[config.mk]
export PLATFORM = sky130hd
export DESIGN_NAME = metronome_accent_pattern_generator
export DESIGN_NICKNAME = d
export VERILOG_FILES = /design/src/hdl/mapg_pkg.sv /design/src/hdl/metronome_accent_pattern_generator.sv /design/src/hdl/mapg_ctrl.sv /design/src/hdl/mapg_datapath.sv
export SDC_FILE = /design/constraint.sdc
export NUM_CORES = 1
export LEC_CHECK = 0
export ABC_CLOCK_PERIOD_IN_PS = 4400
export BUFFER_PORTS_ARGS = -buffer_cell sky130_fd_sc_hd__buf_2
export CAP_MARGIN = 10
export CORE_UTILIZATION = 45
export DETAILED_ROUTE_END_ITERATION = 8
export GPL_TIMING_DRIVEN = 0
export SETUP_SLACK_MARGIN = 0.05
export SLEW_MARGIN = 10
export SYNTH_ARGS = -nofsm -noshare
export SYNTH_HDL_FRONTEND = slang
export SYNTH_SLANG_ARGS = --single-unit
[constraint.sdc]
create_clock -name clock -period 4.4 [get_ports clock]
set_clock_uncertainty 0.1 [all_clocks]
set_input_delay 0.22 -clock clock [delete_from_list [all_inputs] [get_ports clock]]
set_output_delay 0.22 -clock clock [all_outputs]
set_load 0.01 [all_outputs]
[src/hdl/mapg_pkg.sv]
package mapg_pkg;

   localparam int BPM_W     = 9;
   localparam int MODE_W    = 4;
   localparam int TLEN_W    = 8;
   localparam int PERIOD_W  = 12;
   localparam int POS_W     = 4;
   localparam int TONE_W    = 2;
   localparam int CSR_IDX_W = 2;
   localparam int CSR_DAT_W = 9;

   // restoring divider: dividend is the constant ms per minute
   localparam int DIVIDEND_W = 16;
   localparam int DIVISOR_W  = 11;
   localparam int DIV_CNT_W  = 4;
   localparam logic [DIV_CNT_W-1:0] DIV_LAST = DIV_CNT_W'(DIVIDEND_W - 1);

   localparam logic [DIVIDEND_W-1:0] MS_PER_MINUTE = 16'd60000;
   localparam logic [BPM_W-1:0]      BPM_MAX       = 9'd300;
   localparam logic [BPM_W-1:0]      BPM_MIN       = 9'd20;

   localparam logic [BPM_W-1:0]    BPM_RESET    = 9'd60;
   localparam logic [MODE_W-1:0]   MODE_RESET   = 4'd0;
   localparam logic [TLEN_W-1:0]   TLEN_RESET   = 8'd50;
   localparam logic [PERIOD_W-1:0] PERIOD_RESET = 12'd1000;

   // register indexes
   localparam logic [CSR_IDX_W-1:0] CSR_BPM  = 2'd0;
   localparam logic [CSR_IDX_W-1:0] CSR_MODE = 2'd1;
   localparam logic [CSR_IDX_W-1:0] CSR_TLEN = 2'd2;

   // tone codes
   localparam logic [TONE_W-1:0] TONE_SILENT = 2'd0;
   localparam logic [TONE_W-1:0] TONE_LOW    = 2'd1;
   localparam logic [TONE_W-1:0] TONE_HIGH   = 2'd2;

   // beat modes
   localparam logic [MODE_W-1:0] MODE_OFF       = 4'd0;
   localparam logic [MODE_W-1:0] MODE_ALL_LOW   = 4'd1;
   localparam logic [MODE_W-1:0] MODE_ALL_HIGH  = 4'd2;
   localparam logic [MODE_W-1:0] MODE_ACCENT_HI = 4'd10;
   localparam logic [MODE_W-1:0] MODE_EIGHTH    = 4'd11;
   localparam logic [MODE_W-1:0] MODE_TRIPLET   = 4'd12;
   localparam logic [MODE_W-1:0] MODE_SPLIT_TRI = 4'd13;
   localparam logic [MODE_W-1:0] MODE_SIXTEENTH = 4'd14;
   localparam logic [MODE_W-1:0] MODE_SPLIT_SIX = 4'd15;

   typedef struct packed {
      logic tick;       // process one millisecond tick, load result
      logic div_start;  // load divisor and dividend
      logic div_step;   // one quotient bit
      logic div_done;   // commit period, clear counters, load result
   } cmd_type;

endpackage

[src/hdl/metronome_accent_pattern_generator.sv]
// Results: a tick gives its result in the cycle after its transfer; a restart gives
//    its result after 16 radix-2 divider steps and a commit state.
// Throughput: one tick per cycle when the result side keeps up; a restart holds
//    the input side until the bit-serial period divider has run and committed.
// Reset (synchronous, active high): bpm 60, mode off, tone length 50, period 1000,
//    counters cleared, held tone silent, no result pending.
module metronome_accent_pattern_generator
   import mapg_pkg::*;
(
   input  logic                 clock,
   input  logic                 reset,
   // input items: restart flag or one millisecond tick
   input  logic                 req_valid,
   output logic                 req_ready,
   input  logic                 req_restart,
   // result items, one per input item
   output logic                 rsp_valid,
   input  logic                 rsp_ready,
   output logic [TONE_W-1:0]    rsp_tone_code,
   output logic                 rsp_beat_fired,
   // register writes: 0 bpm, 1 beat mode, 2 tone length
   input  logic                 csr_valid,
   output logic                 csr_ready,
   input  logic [CSR_IDX_W-1:0] csr_index,
   input  logic [CSR_DAT_W-1:0] csr_data
);

   cmd_type cmd;

   // registers are always writable; software writes only while idle
   assign csr_ready = 1'b1;

   // sequencer: accepts items, runs the divider, owns the result valid
   mapg_ctrl u_ctrl (
      .clock       (clock),
      .reset       (reset),
      .req_valid   (req_valid),
      .req_restart (req_restart),
      .req_ready   (req_ready),
      .rsp_valid   (rsp_valid),
      .rsp_ready   (rsp_ready),
      .cmd         (cmd)
   );

   // datapath: registers, beat counters, accent pattern, period divider,
   // result payload register
   mapg_datapath u_datapath (
      .clock          (clock),
      .reset          (reset),
      .cmd            (cmd),
      .csr_valid      (csr_valid),
      .csr_ready      (csr_ready),
      .csr_index      (csr_index),
      .csr_data       (csr_data),
      .rsp_tone_code  (rsp_tone_code),
      .rsp_beat_fired (rsp_beat_fired)
   );

endmodule

[src/hdl/mapg_ctrl.sv]
module mapg_ctrl
   import mapg_pkg::*;
(
   input  logic    clock,
   input  logic    reset,
   input  logic    req_valid,
   input  logic    req_restart,
   output logic    req_ready,
   output logic    rsp_valid,
   input  logic    rsp_ready,
   output cmd_type cmd
);

   localparam logic [1:0] ST_IDLE = 2'd0;
   localparam logic [1:0] ST_DIV  = 2'd1;
   localparam logic [1:0] ST_FIN  = 2'd2;

   logic [1:0]           state_ff, state_in;
   logic [DIV_CNT_W-1:0] cnt_ff, cnt_in;
   logic                 rsp_valid_ff, rsp_valid_in;
   logic                 req_xfer;

   assign req_ready = (state_ff == ST_IDLE) && (!rsp_valid_ff || rsp_ready);
   assign req_xfer  = req_valid && req_ready;
   assign rsp_valid = rsp_valid_ff;

   always_comb begin
      state_in      = state_ff;
      cnt_in        = cnt_ff;
      cmd.tick      = 1'b0;
      cmd.div_start = 1'b0;
      cmd.div_step  = 1'b0;
      cmd.div_done  = 1'b0;
      case (state_ff)
         ST_IDLE: begin
            if (req_xfer) begin
               if (req_restart) begin
                  cmd.div_start = 1'b1;
                  cnt_in        = '0;
                  state_in      = ST_DIV;
               end else begin
                  cmd.tick = 1'b1;
               end
            end
         end
         ST_DIV: begin
            cmd.div_step = 1'b1;
            cnt_in       = cnt_ff + 1'b1;
            if (cnt_ff == DIV_LAST) begin
               state_in = ST_FIN;
            end
         end
         ST_FIN: begin
            cmd.div_done = 1'b1;
            state_in     = ST_IDLE;
         end
         default: begin
            state_in = ST_IDLE;
         end
      endcase
   end

   always_comb begin
      if (cmd.tick || cmd.div_done) begin
         rsp_valid_in = 1'b1;
      end else if (rsp_ready) begin
         rsp_valid_in = 1'b0;
      end else begin
         rsp_valid_in = rsp_valid_ff;
      end
   end

   always_ff @(posedge clock) begin
      if (reset) begin
         state_ff     <= ST_IDLE;
         cnt_ff       <= '0;
         rsp_valid_ff <= 1'b0;
      end else begin
         state_ff     <= state_in;
         cnt_ff       <= cnt_in;
         rsp_valid_ff <= rsp_valid_in;
      end
   end

   a_restart_to_div: assert property (@(posedge clock) disable iff (reset)
      (req_xfer && req_restart) |=> (state_ff == ST_DIV && cnt_ff == '0))
      else $error("restart did not start the divider");

   a_fin_slot_free: assert property (@(posedge clock) disable iff (reset)
      (state_ff == ST_FIN) |-> !rsp_valid_ff)
      else $error("restart result would overwrite a pending result");

   a_busy_not_ready: assert property (@(posedge clock) disable iff (reset)
      (state_ff != ST_IDLE) |-> !req_ready)
      else $error("input taken while divider busy");

   a_div_length: assert property (@(posedge clock) disable iff (reset)
      (state_ff == ST_DIV && cnt_ff == DIV_LAST) |=> (state_ff == ST_FIN))
      else $error("divider step count wrong");

endmodule

[src/hdl/mapg_datapath.sv]
module mapg_datapath
   import mapg_pkg::*;
(
   input  logic                 clock,
   input  logic                 reset,
   input  cmd_type              cmd,
   input  logic                 csr_valid,
   input  logic                 csr_ready,
   input  logic [CSR_IDX_W-1:0] csr_index,
   input  logic [CSR_DAT_W-1:0] csr_data,
   output logic [TONE_W-1:0]    rsp_tone_code,
   output logic                 rsp_beat_fired
);

   // tone for the beat at position pos
   function automatic logic [TONE_W-1:0] pick_tone(input logic [MODE_W-1:0] mode,
                                                   input logic [POS_W-1:0]  pos);
      logic [TONE_W-1:0] t;
      begin
         if (mode == MODE_ALL_LOW) begin
            t = TONE_LOW;
         end else if (mode == MODE_ALL_HIGH) begin
            t = TONE_HIGH;
         end else if (mode <= MODE_EIGHTH) begin
            t = (pos == '0) ? TONE_HIGH : TONE_LOW;
         end else if (pos == '0) begin
            t = TONE_HIGH;
         end else if (pos == 4'd1 && (mode == MODE_SPLIT_TRI || mode == MODE_SPLIT_SIX)) begin
            t = TONE_SILENT;
         end else if (pos == 4'd2 && mode == MODE_SPLIT_SIX) begin
            t = TONE_SILENT;
         end else begin
            t = TONE_LOW;
         end
         return t;
      end
   endfunction

   // accent position after a beat, wrapping once past the pattern's last step; all-low and all-high hold it
   function automatic logic [POS_W-1:0] next_pos(input logic [MODE_W-1:0] mode,
                                                 input logic [POS_W-1:0]  pos);
      logic [POS_W-1:0] lim;
      logic [POS_W-1:0] p;
      begin
         if (mode <= MODE_ACCENT_HI) begin
            lim = mode - 4'd2;
         end else if (mode == MODE_EIGHTH) begin
            lim = 4'd1;
         end else if (mode <= MODE_SPLIT_TRI) begin
            lim = 4'd2;
         end else begin
            lim = 4'd3;
         end
         if (mode == MODE_ALL_LOW || mode == MODE_ALL_HIGH) begin
            p = pos;
         end else if (pos >= lim) begin
            p = '0;
         end else begin
            p = pos + 1'b1;
         end
         return p;
      end
   endfunction

   function automatic logic [2:0] subdivision(input logic [MODE_W-1:0] mode);
      logic [2:0] s;
      begin
         case (mode)
            MODE_EIGHTH:                   s = 3'd2;
            MODE_TRIPLET, MODE_SPLIT_TRI:  s = 3'd3;
            MODE_SIXTEENTH, MODE_SPLIT_SIX: s = 3'd4;
            default:                       s = 3'd1;
         endcase
         return s;
      end
   endfunction

   logic [BPM_W-1:0]      bpm_ff, bpm_in;
   logic [MODE_W-1:0]     mode_ff, mode_in;
   logic [TLEN_W-1:0]     tlen_ff, tlen_in;
   logic [PERIOD_W-1:0]   period_ff, period_in;
   logic [PERIOD_W-1:0]   elapsed_ff, elapsed_in;
   logic [POS_W-1:0]      pos_ff, pos_in;
   logic [TLEN_W-1:0]     remain_ff, remain_in;
   logic [TONE_W-1:0]     held_ff, held_in;
   logic [DIVISOR_W-1:0]  divisor_ff, divisor_in;
   logic [DIVISOR_W-1:0]  drem_ff, drem_in;
   logic [DIVIDEND_W-1:0] quo_ff, quo_in;
   logic [TONE_W-1:0]     tone_out_ff, tone_out_in;
   logic                  fired_out_ff, fired_out_in;

   logic [BPM_W-1:0]      bpm_clamped;
   logic [DIVISOR_W:0]    trial;
   logic                  trial_ge;
   logic                  csr_xfer;
   logic                  fire;

   assign csr_xfer = csr_valid && csr_ready;

   always_comb begin
      bpm_in  = bpm_ff;
      mode_in = mode_ff;
      tlen_in = tlen_ff;
      if (csr_xfer) begin
         case (csr_index)
            CSR_BPM:  bpm_in  = csr_data;
            CSR_MODE: mode_in = csr_data[MODE_W-1:0];
            CSR_TLEN: tlen_in = csr_data[TLEN_W-1:0];
            default:  bpm_in  = bpm_ff;
         endcase
      end
   end

   // (60000 / b) / s == 60000 / (b * s) for positive integers
   always_comb begin
      if (bpm_ff > BPM_MAX) begin
         bpm_clamped = BPM_MAX;
      end else if (bpm_ff < BPM_MIN) begin
         bpm_clamped = BPM_MIN;
      end else begin
         bpm_clamped = bpm_ff;
      end
   end

   assign trial    = {drem_ff, quo_ff[DIVIDEND_W-1]};
   assign trial_ge = trial >= {1'b0, divisor_ff};

   always_comb begin
      divisor_in = divisor_ff;
      drem_in    = drem_ff;
      quo_in     = quo_ff;
      if (cmd.div_start) begin
         divisor_in = DIVISOR_W'({2'b00, bpm_clamped} * {8'd0, subdivision(mode_ff)});
         drem_in    = '0;
         quo_in     = MS_PER_MINUTE;
      end else if (cmd.div_step) begin
         drem_in = trial_ge ? DIVISOR_W'(trial - {1'b0, divisor_ff})
                            : trial[DIVISOR_W-1:0];
         quo_in  = {quo_ff[DIVIDEND_W-2:0], trial_ge};
      end
   end

   always_comb begin
      period_in    = period_ff;
      elapsed_in   = elapsed_ff;
      pos_in       = pos_ff;
      remain_in    = remain_ff;
      held_in      = held_ff;
      fire         = 1'b0;
      tone_out_in  = tone_out_ff;
      fired_out_in = fired_out_ff;
      if (cmd.div_done) begin
         period_in    = quo_ff[PERIOD_W-1:0];
         elapsed_in   = '0;
         pos_in       = '0;
         remain_in    = '0;
         held_in      = TONE_SILENT;
         tone_out_in  = TONE_SILENT;
         fired_out_in = 1'b0;
      end else if (cmd.tick) begin
         if (remain_ff != '0) begin
            remain_in = remain_ff - 1'b1;
            if (remain_ff == 8'd1) begin
               held_in = TONE_SILENT;
            end
         end
         if (mode_ff != MODE_OFF) begin
            elapsed_in = elapsed_ff + 1'b1;
            if (elapsed_in >= period_ff) begin
               fire       = 1'b1;
               elapsed_in = '0;
               held_in    = pick_tone(mode_ff, pos_ff);
               pos_in     = next_pos(mode_ff, pos_ff);
               remain_in  = (tlen_ff == '0) ? 8'd1 : tlen_ff;
            end
         end
         tone_out_in  = held_in;
         fired_out_in = fire;
      end
   end

   always_ff @(posedge clock) begin
      if (reset) begin
         bpm_ff     <= BPM_RESET;
         mode_ff    <= MODE_RESET;
         tlen_ff    <= TLEN_RESET;
         period_ff  <= PERIOD_RESET;
         elapsed_ff <= '0;
         pos_ff     <= '0;
         remain_ff  <= '0;
         held_ff    <= TONE_SILENT;
      end else begin
         bpm_ff     <= bpm_in;
         mode_ff    <= mode_in;
         tlen_ff    <= tlen_in;
         period_ff  <= period_in;
         elapsed_ff <= elapsed_in;
         pos_ff     <= pos_in;
         remain_ff  <= remain_in;
         held_ff    <= held_in;
      end
   end

   always_ff @(posedge clock) begin
      divisor_ff   <= divisor_in;
      drem_ff      <= drem_in;
      quo_ff       <= quo_in;
      tone_out_ff  <= tone_out_in;
      fired_out_ff <= fired_out_in;
   end

   assign rsp_tone_code  = tone_out_ff;
   assign rsp_beat_fired = fired_out_ff;

   a_silent_when_idle: assert property (@(posedge clock) disable iff (reset)
      (remain_ff == '0) |-> (held_ff == TONE_SILENT))
      else $error("tone held with no hold time left");

   a_fire_reload: assert property (@(posedge clock) disable iff (reset)
      (cmd.tick && fire) |=> (remain_ff != '0 && elapsed_ff == '0))
      else $error("beat did not restart the hold");

   a_restart_silent: assert property (@(posedge clock) disable iff (reset)
      cmd.div_done |=> (rsp_tone_code == TONE_SILENT && !rsp_beat_fired))
      else $error("restart result not silent");

endmodule
==> results of run 1 <==
-- worst register-to-register path, delay by kind of cell, from the launching register on --
family,cells,cell delay [ns]
and+or+nand+nor,4,1.13
buffers and inverters,2,0.43
AOI/OAI and AO/OA,4,0.66
xor gates and xnor gates,1,0.10
DFF,1,0.41
adders and majority gates,2,0.90
-- power by group through the flow --
stage	sequential [mW]	clock [mW]	combinational, mW
after floorplan	1.15	0	0.560
after CTS	1.15	0.851	0.698
after global routing	1.17	0.884	0.791
after detailed placement	1.17	0	0.693
final	1.15	0.831	0.699
after global placement	1.17	0	0.675
-- state kept, by name, indices dropped and copies added, names as in the netlist --
register and cells:
u_datapath.quo_ff 16, u_datapath.elapsed_ff 12, u_datapath.period_ff 12, u_datapath.divisor_ff 11
u_datapath.drem_ff 11, u_datapath.bpm_ff 9, u_datapath.remain_ff 8, u_datapath.tlen_ff 8
u_ctrl.cnt_ff 4, u_datapath.mode_ff 4, u_datapath.pos_ff 4, u_ctrl.state_ff 2
u_datapath.held_ff 2, u_datapath.rsp_tone_code 2, u_ctrl.rsp_valid 1, u_datapath.rsp_beat_fired 1
-- cells in the final DEF (no fill, tap or decap), types with 20 or more instances in the layout --
master,n
dfxtp_1,96
inv_1,51
buf_2,26
nand2_1,121
nor2_1,50
clkbuf_1,26
nand3_1,41
o21ai_0,32
a21oi_1,59
ha_1,47
mux2i_1,20
-- through the flow --
step	util, %	power, mW	cells	instance area [um^2]
final	51.0	2.68	992	7080
after global routing	51.0	2.84	992	7080
after CTS	51.0	2.70	993	7080
after detailed placement	48.6	1.87	974	6750
after global placement	48.6	1.85	974	6750
after floorplan	-	1.71	774	6420
-- worst max path at each step --
stage	slack, ns	to	start	cells after the start
6_report	0.40	u_datapath.divisor_ff[9]	u_datapath.mode_ff[3]	13
5_1_grt	0.12	u_datapath.divisor_ff[9]	u_datapath.mode_ff[3]	13
4_1_cts	0.30	u_datapath.divisor_ff[9]	u_datapath.mode_ff[2]	14
3_5_place_dp	0.32	u_datapath.divisor_ff[9]	u_datapath.mode_ff[2]	14
3_3_place_gp	0.37	u_datapath.divisor_ff[9]	u_datapath.mode_ff[2]	14
2_1_floorplan	0.81	u_datapath.divisor_ff[9]	u_datapath.mode_ff[2]	14
-- area by class of cell --
type	count	area (um^2)
Multi-Input combinational cell	581	3830
Tap cell	180	225
Timing Repair Buffer	23	130
Fill cell	1354	6800
Clock inverter	4	48.8
Sequential cell	107	2250
Buffer	34	146
Clock buffer	12	256
Inverter	51	191
-- cell families (layout without fill, tap and decap cells) --
| kind of cell | after synthesis | after routing | synth area share [%] |
|---|---|---|---|
| other cells | 1 | 1 | 0.0584 |
| simple gates | 311 | 311 | 23.6 |
| fa+ha+maj | 56 | 56 | 12.0 |
| compound gates | 166 | 166 | 17.2 |
| flops | 107 | 107 | 35.1 |
| mux | 21 | 21 | 3.29 |
| xor+xnor | 26 | 26 | 3.55 |
| buf+inv | 86 | 124 | 5.32 |
-- metal layers --
metal  global-route usage [%]  share of wire, %  vias to the layer above  wire, um
li1                         -                 -                     2770         -
met1                     26.5                47                     2607      6760
met2                     35.5                48                       76      6820
met3                     4.28               3.3                       21       470
met4                     7.10               1.7                        0       242
met5                        0                 0                        -         0
-- what timing repair did --
action,in CTS,in global routing
endpoints found under the hold margin,3,0
setup endpoints to repair,0,1
hold buffers,3,0
==> results_dict.tcl, run 1 <==
set metrics [dict create \
    status "complete, no violations" \
    initial_core_util_pct 46.3 \
    max_stage_delay_ns 0.62 \
    syn_area_mm2 0.00642 \
    finalCriticalPeriod_ns 4.00 \
    setup_slack_ns 0.400 \
    grt_first_pass_wirelength_um 24500 \
    yosys_warnings 0 \
    dieWidth_um 121 \
    grt_setup_unrepaired "no" \
    hp-start "csr_data[8]" \
    synth_ff_type "dfxtp_1" \
    fin_nets 880 \
    cp_data_required_time_ns 4.40 \
    synth_top_area_share_pct 29.9 \
    crit_path_end_kind "flip-flop" \
    slew_violations 0 \
    place_ws_ns 0.319 \
    fp.dieH_um 121 \
    drive_above_1_share_pct 6.65 \
    cts_buffer_depth 2 \
    p_switching_mw 0.839 \
    avgSynthCellArea_um2 8.30 \
    synthDistinctLibCells 66 \
    syn-num-nets 847 \
    grt_overflow 0 \
    slowest_stage "fa_1" \
    worst_slew_pin_slew_ns 1.01 \
    cts_sinks 107 \
    antenna_left 0 \
    fmax_mhz 250 \
    path_cells "clkbuf_1 -> nand2_1 -> nor2_1 -> nand3_1 -> fa_1 -> inv_1 -> ha_1 -> a21o_1 -> a21oi_1 -> o21ai_0 -> or4_1 -> o311ai_0 -> xnor2_1" \
    synth_edf_count 11 \
    die_area_mm2 0.0148 \
    detailed_place_hpwl_um 11000 \
    htree_levels 3 \
    cts_resized 0 \
    finalSetupTns_ns 0 \
    path_delay_family "simple AND/OR/NAND/NOR gates" \
    num_vias 5474 \
    cts.clk_slew.worst_paths_ns 0.07 \
    r2r_start "u_datapath.mode_ff[3]" \
    p_int_mw 1.85 \
    syn-instance-count 774 \
    timing.hold.ws_ns 0.0110 \
    cts_buffers 9 \
    worst_setup_path_start_kind "flip-flop" \
    synthMostInstantiatedCell "nand2_1" \
    hold_depth 3 \
    period_share_pct 90.9 \
    holdPathEnd "u_datapath.bpm_ff[8]" \
    critical_path_class "reg2reg" \
    cap_violations 0 \
    grt_pass1_vias 5265 \
    post_drt_wl_per_cell_um 14.4 \
    grt_max_degree 21 \
    synth_area_leaders "dfxtp_1 30%, ha_1 9.2%, nand2_1 7.1%" \
    ys_seq_area_share_pct 35.1 \
    ys_async_sr_fraction_pct 0 \
    core_mm2 0.0139 \
    slew_headroom_pct 32.4 \
    peakVddDrop_mv 0.318 \
    routed_wl_um 14300 \
    rr_worst_depth 13 \
    synthTopCellsByCount "121 x nand2_1, 96 x dfxtp_1, 59 x a21oi_1" \
    area_growth_pct 10.2 \
    root_buffer "clkbuf_16" \
    diodes 0 \
    rows 43 \
    sw_frac_of_total_pct 31.2 \
    pwr-share-seq_pct 43.0 \
    crit_buf_inv 2 \
    ioPinCount 23 \
    leakagePower_nw 3.06 \
    synth-seq-cells 107 \
    firstDrtPassIters 5 \
    cts_tree "built" \
    routabilityCongestion 0.876 \
    hold_class "in2reg" \
    power_density_mw_per_mm2 379 \
    yosysTopAreaCell "dfxtp_1" \
    arrival_ns 4.00 \
    finalSetupViolCount 0 \
    drtIter0Drc 229 \
    io_buffers 20 \
    clock_latency_ns 0.36 \
    p_comb_share_pct 26.0 \
    hold_viol 0 \
    clkPwrFrac_pct 31.0 \
    crit_fanout 10 \
    r2r_setup_slack_ns 0.40 \
    viasPerCell 5.52 \
    grt_antenna_before_repair 0 \
    cts_setup_buffers 0 \
    drcViolationCount 0 \
    reg2reg_to "u_datapath.divisor_ff[9]" \
    grt_usage_pct 21.0 \
]
Note: power is estimated with default switching activity, not from simulation.
==> run 2: changes to the inputs <==
--- a/config.mk
+++ b/config.mk
@@ -9,7 +9,6 @@
 export BUFFER_PORTS_ARGS = -buffer_cell sky130_fd_sc_hd__buf_2
 export CAP_MARGIN = 10
-export CORE_UTILIZATION = 45
+export CORE_UTILIZATION = 36
 export DETAILED_ROUTE_END_ITERATION = 8
-export GPL_TIMING_DRIVEN = 0
 export SETUP_SLACK_MARGIN = 0.05
 export SLEW_MARGIN = 10
==> constraint.sdc (replaced) <==
create_clock -name clock -period 4.4 [get_ports clock]
set_clock_uncertainty 0.1 [all_clocks]
set_input_delay 0.88 -clock clock [delete_from_list [all_inputs] [get_ports clock]]
set_output_delay 0.88 -clock clock [all_outputs]
set_load 0.01 [all_outputs]
==> results_dict.tcl, run 2 (synthesis results as in run 1) <==
set metrics [dict create \
    cts.clk_slew.worst_paths_ns 0.08 \
    grtUsageMet1_pct 21.0 \
    cp_data_required_time_ns 4.40 \
    cts_resized 0 \
    grt_setup_unrepaired "no" \
    grt_antenna_before_repair 0 \
    rr_worst_depth 14 \
    routabilityCongestion 0.834 \
    area_growth_pct 9.43 \
    cts_setup_buffers 0 \
    grtUsageMet2_pct 24.5 \
    leakagePower_nw 3.02 \
    slew_headroom_pct 37.9 \
    largest-register "u_datapath.quo_ff" \
    detailed_place_hpwl_um 9900 \
    largest_reg_flops 16 \
    diodes 0 \
    largestRegisters "u_datapath.quo_ff: 16 flops, u_datapath.elapsed_ff: 12 flops, u_datapath.period_ff: 12 flops" \
    firstDrtPassIters 4 \
    worst_setup_path_start_kind "flip-flop" \
    power_density_mw_per_mm2 387 \
    grt_max_degree 44 \
    layout.cells.most_common "nand2_1" \
    hold_viol 0 \
    peakVddDrop_mv 0.230 \
    crit_path_end_kind "flip-flop" \
    grt_use_met3_pct 3.70 \
    slew_violations 0 \
    clock_latency_ns 0.36 \
    root_buffer "clkbuf_16" \
    cts_sinks 107 \
    grt_usage_pct 15.4 \
    hold_class "reg2reg" \
    fin_util_pct 40.5 \
    finalSetupTns_ns 0 \
    period_share_pct 86.8 \
    viasPerCell 5.15 \
    crit_fanout 5 \
    post_drt_wl_per_cell_um 13.4 \
    finalCriticalPeriod_ns 3.82 \
    die_area_mm2 0.0184 \
    grt.busiest_layer "met2" \
    fillers 1735 \
    grt_overflow 0 \
    ctsHoldBuffers 0 \
    rows 48 \
    critical_path_class "reg2reg" \
    drive_above_1_share_pct 6.92 \
    hold_depth 2 \
    r2r_start "u_datapath.bpm_ff[1]" \
    cts_tree "built" \
    multiInputGateArea_mm2 0.00383 \
    cts_buffer_depth 2 \
    htree_levels 3 \
    core_mm2 0.0174 \
    fmax_mhz 262 \
    num_vias 5172 \
    drtIter0Drc 299 \
    status "complete, no violations" \
    fin_nets 848 \
    cp-endpoint "u_datapath.divisor_ff[9]" \
    initial_core_util_pct 37.0 \
    dieWidth_um 136 \
    fp.dieH_um 136 \
    r2r_setup_slack_ns 0.58 \
    most-common-layout-cells "121 x nand2_1, 96 x dfxtp_1, 59 x a21oi_1, 51 x inv_1, 50 x nor2_1" \
    cts_buffers 9 \
    ioPinCount 23 \
    seqCellArea_mm2 0.00225 \
    worst_slew_pin_slew_ns 0.927 \
    finalSetupViolCount 0 \
    cap_violations 0 \
    io_buffers 21 \
    arrival_ns 3.82 \
    reg2reg_to "u_datapath.divisor_ff[9]" \
    grt_pass1_vias 4793 \
    crit_start "u_datapath.bpm_ff[1]" \
    antenna_left 0 \
    routed_wl_um 13500 \
    grt_first_pass_wirelength_um 22700 \
    drcViolationCount 0 \
]
-- run 2: changes by cell type in the layout (fill, tap and decap cells not counted), sizes merged --
cell,change
inv,+4
clkbuf,-28
dlygate4sd3,-3
bufinv,+1
clkinv,-2
buf,-4
-- run 2: worst max-delay path: stages (launching register included) --
cell and delay (ns):
dfxtp_1 0.35, o211a_1 0.21, o21ai_0 0.13, a21boi_0 0.19, a21oi_1 0.31, nand3_1 0.16
fa_1 0.62, inv_1 0.06, ha_1 0.29, a21o_1 0.18, a21oi_1 0.21, o21ai_0 0.14
or4_1 0.40, o311ai_0 0.12, xnor2_1 0.10
-- run 2: how the worst min path moves through the flow --
stage                          startpoint               endpoint
detailed placement  u_datapath.quo_ff[12]  u_datapath.quo_ff[12]
global route        u_datapath.quo_ff[12]  u_datapath.quo_ff[12]
global placement    u_datapath.quo_ff[12]  u_datapath.quo_ff[12]
floorplan           u_datapath.tlen_ff[0]  u_datapath.tlen_ff[0]
CTS                 u_datapath.quo_ff[12]  u_datapath.quo_ff[12]
finish              u_datapath.quo_ff[12]  u_datapath.quo_ff[12]
-- run 2: metrics by stage --
step | instance area [um^2] | std cells | power (mW) | hold slack [ns] | setup WS [ns]
2_1_floorplan | 6420 | 774 | 1.71 | 0.336 | 0.807
3_3_place_gp | 6700 | 989 | 1.83 | 0.344 | 0.639
3_5_place_dp | 6700 | 989 | 1.83 | 0.347 | 0.581
4_1_cts | 7030 | 1005 | 2.75 | 0.359 | 0.559
5_1_grt | 7030 | 1005 | 2.89 | 0.372 | 0.235
6_report | 7030 | 1005 | 2.72 | 0.358 | 0.579
-- run 2: layout make-up --
class                           count  share of cell area [%]
Tap cell                          225                    4.01
Clock buffer                        9                    3.21
Sequential cell                   107                    32.1
Clock inverter                      7                    1.51
Multi-Input combinational cell    581                    54.6
Inverter                           51                    2.72
Timing Repair Buffer               25                    1.92
-- run 2: routing by layer --
metal | share of wire, % | up-vias
met3 | 2.5 | 10
met2 | 46 | 59
met1 | 51 | 2391
met4 | 1.0 | 0
li1 | - | 2712
met5 | 0 | -
-- run 2: where the power goes --
part	switching [mW]	internal [mW]
sequential	0.0785	1.08
combinational	0.378	0.283
clock	0.396	0.511
total	0.852	1.87
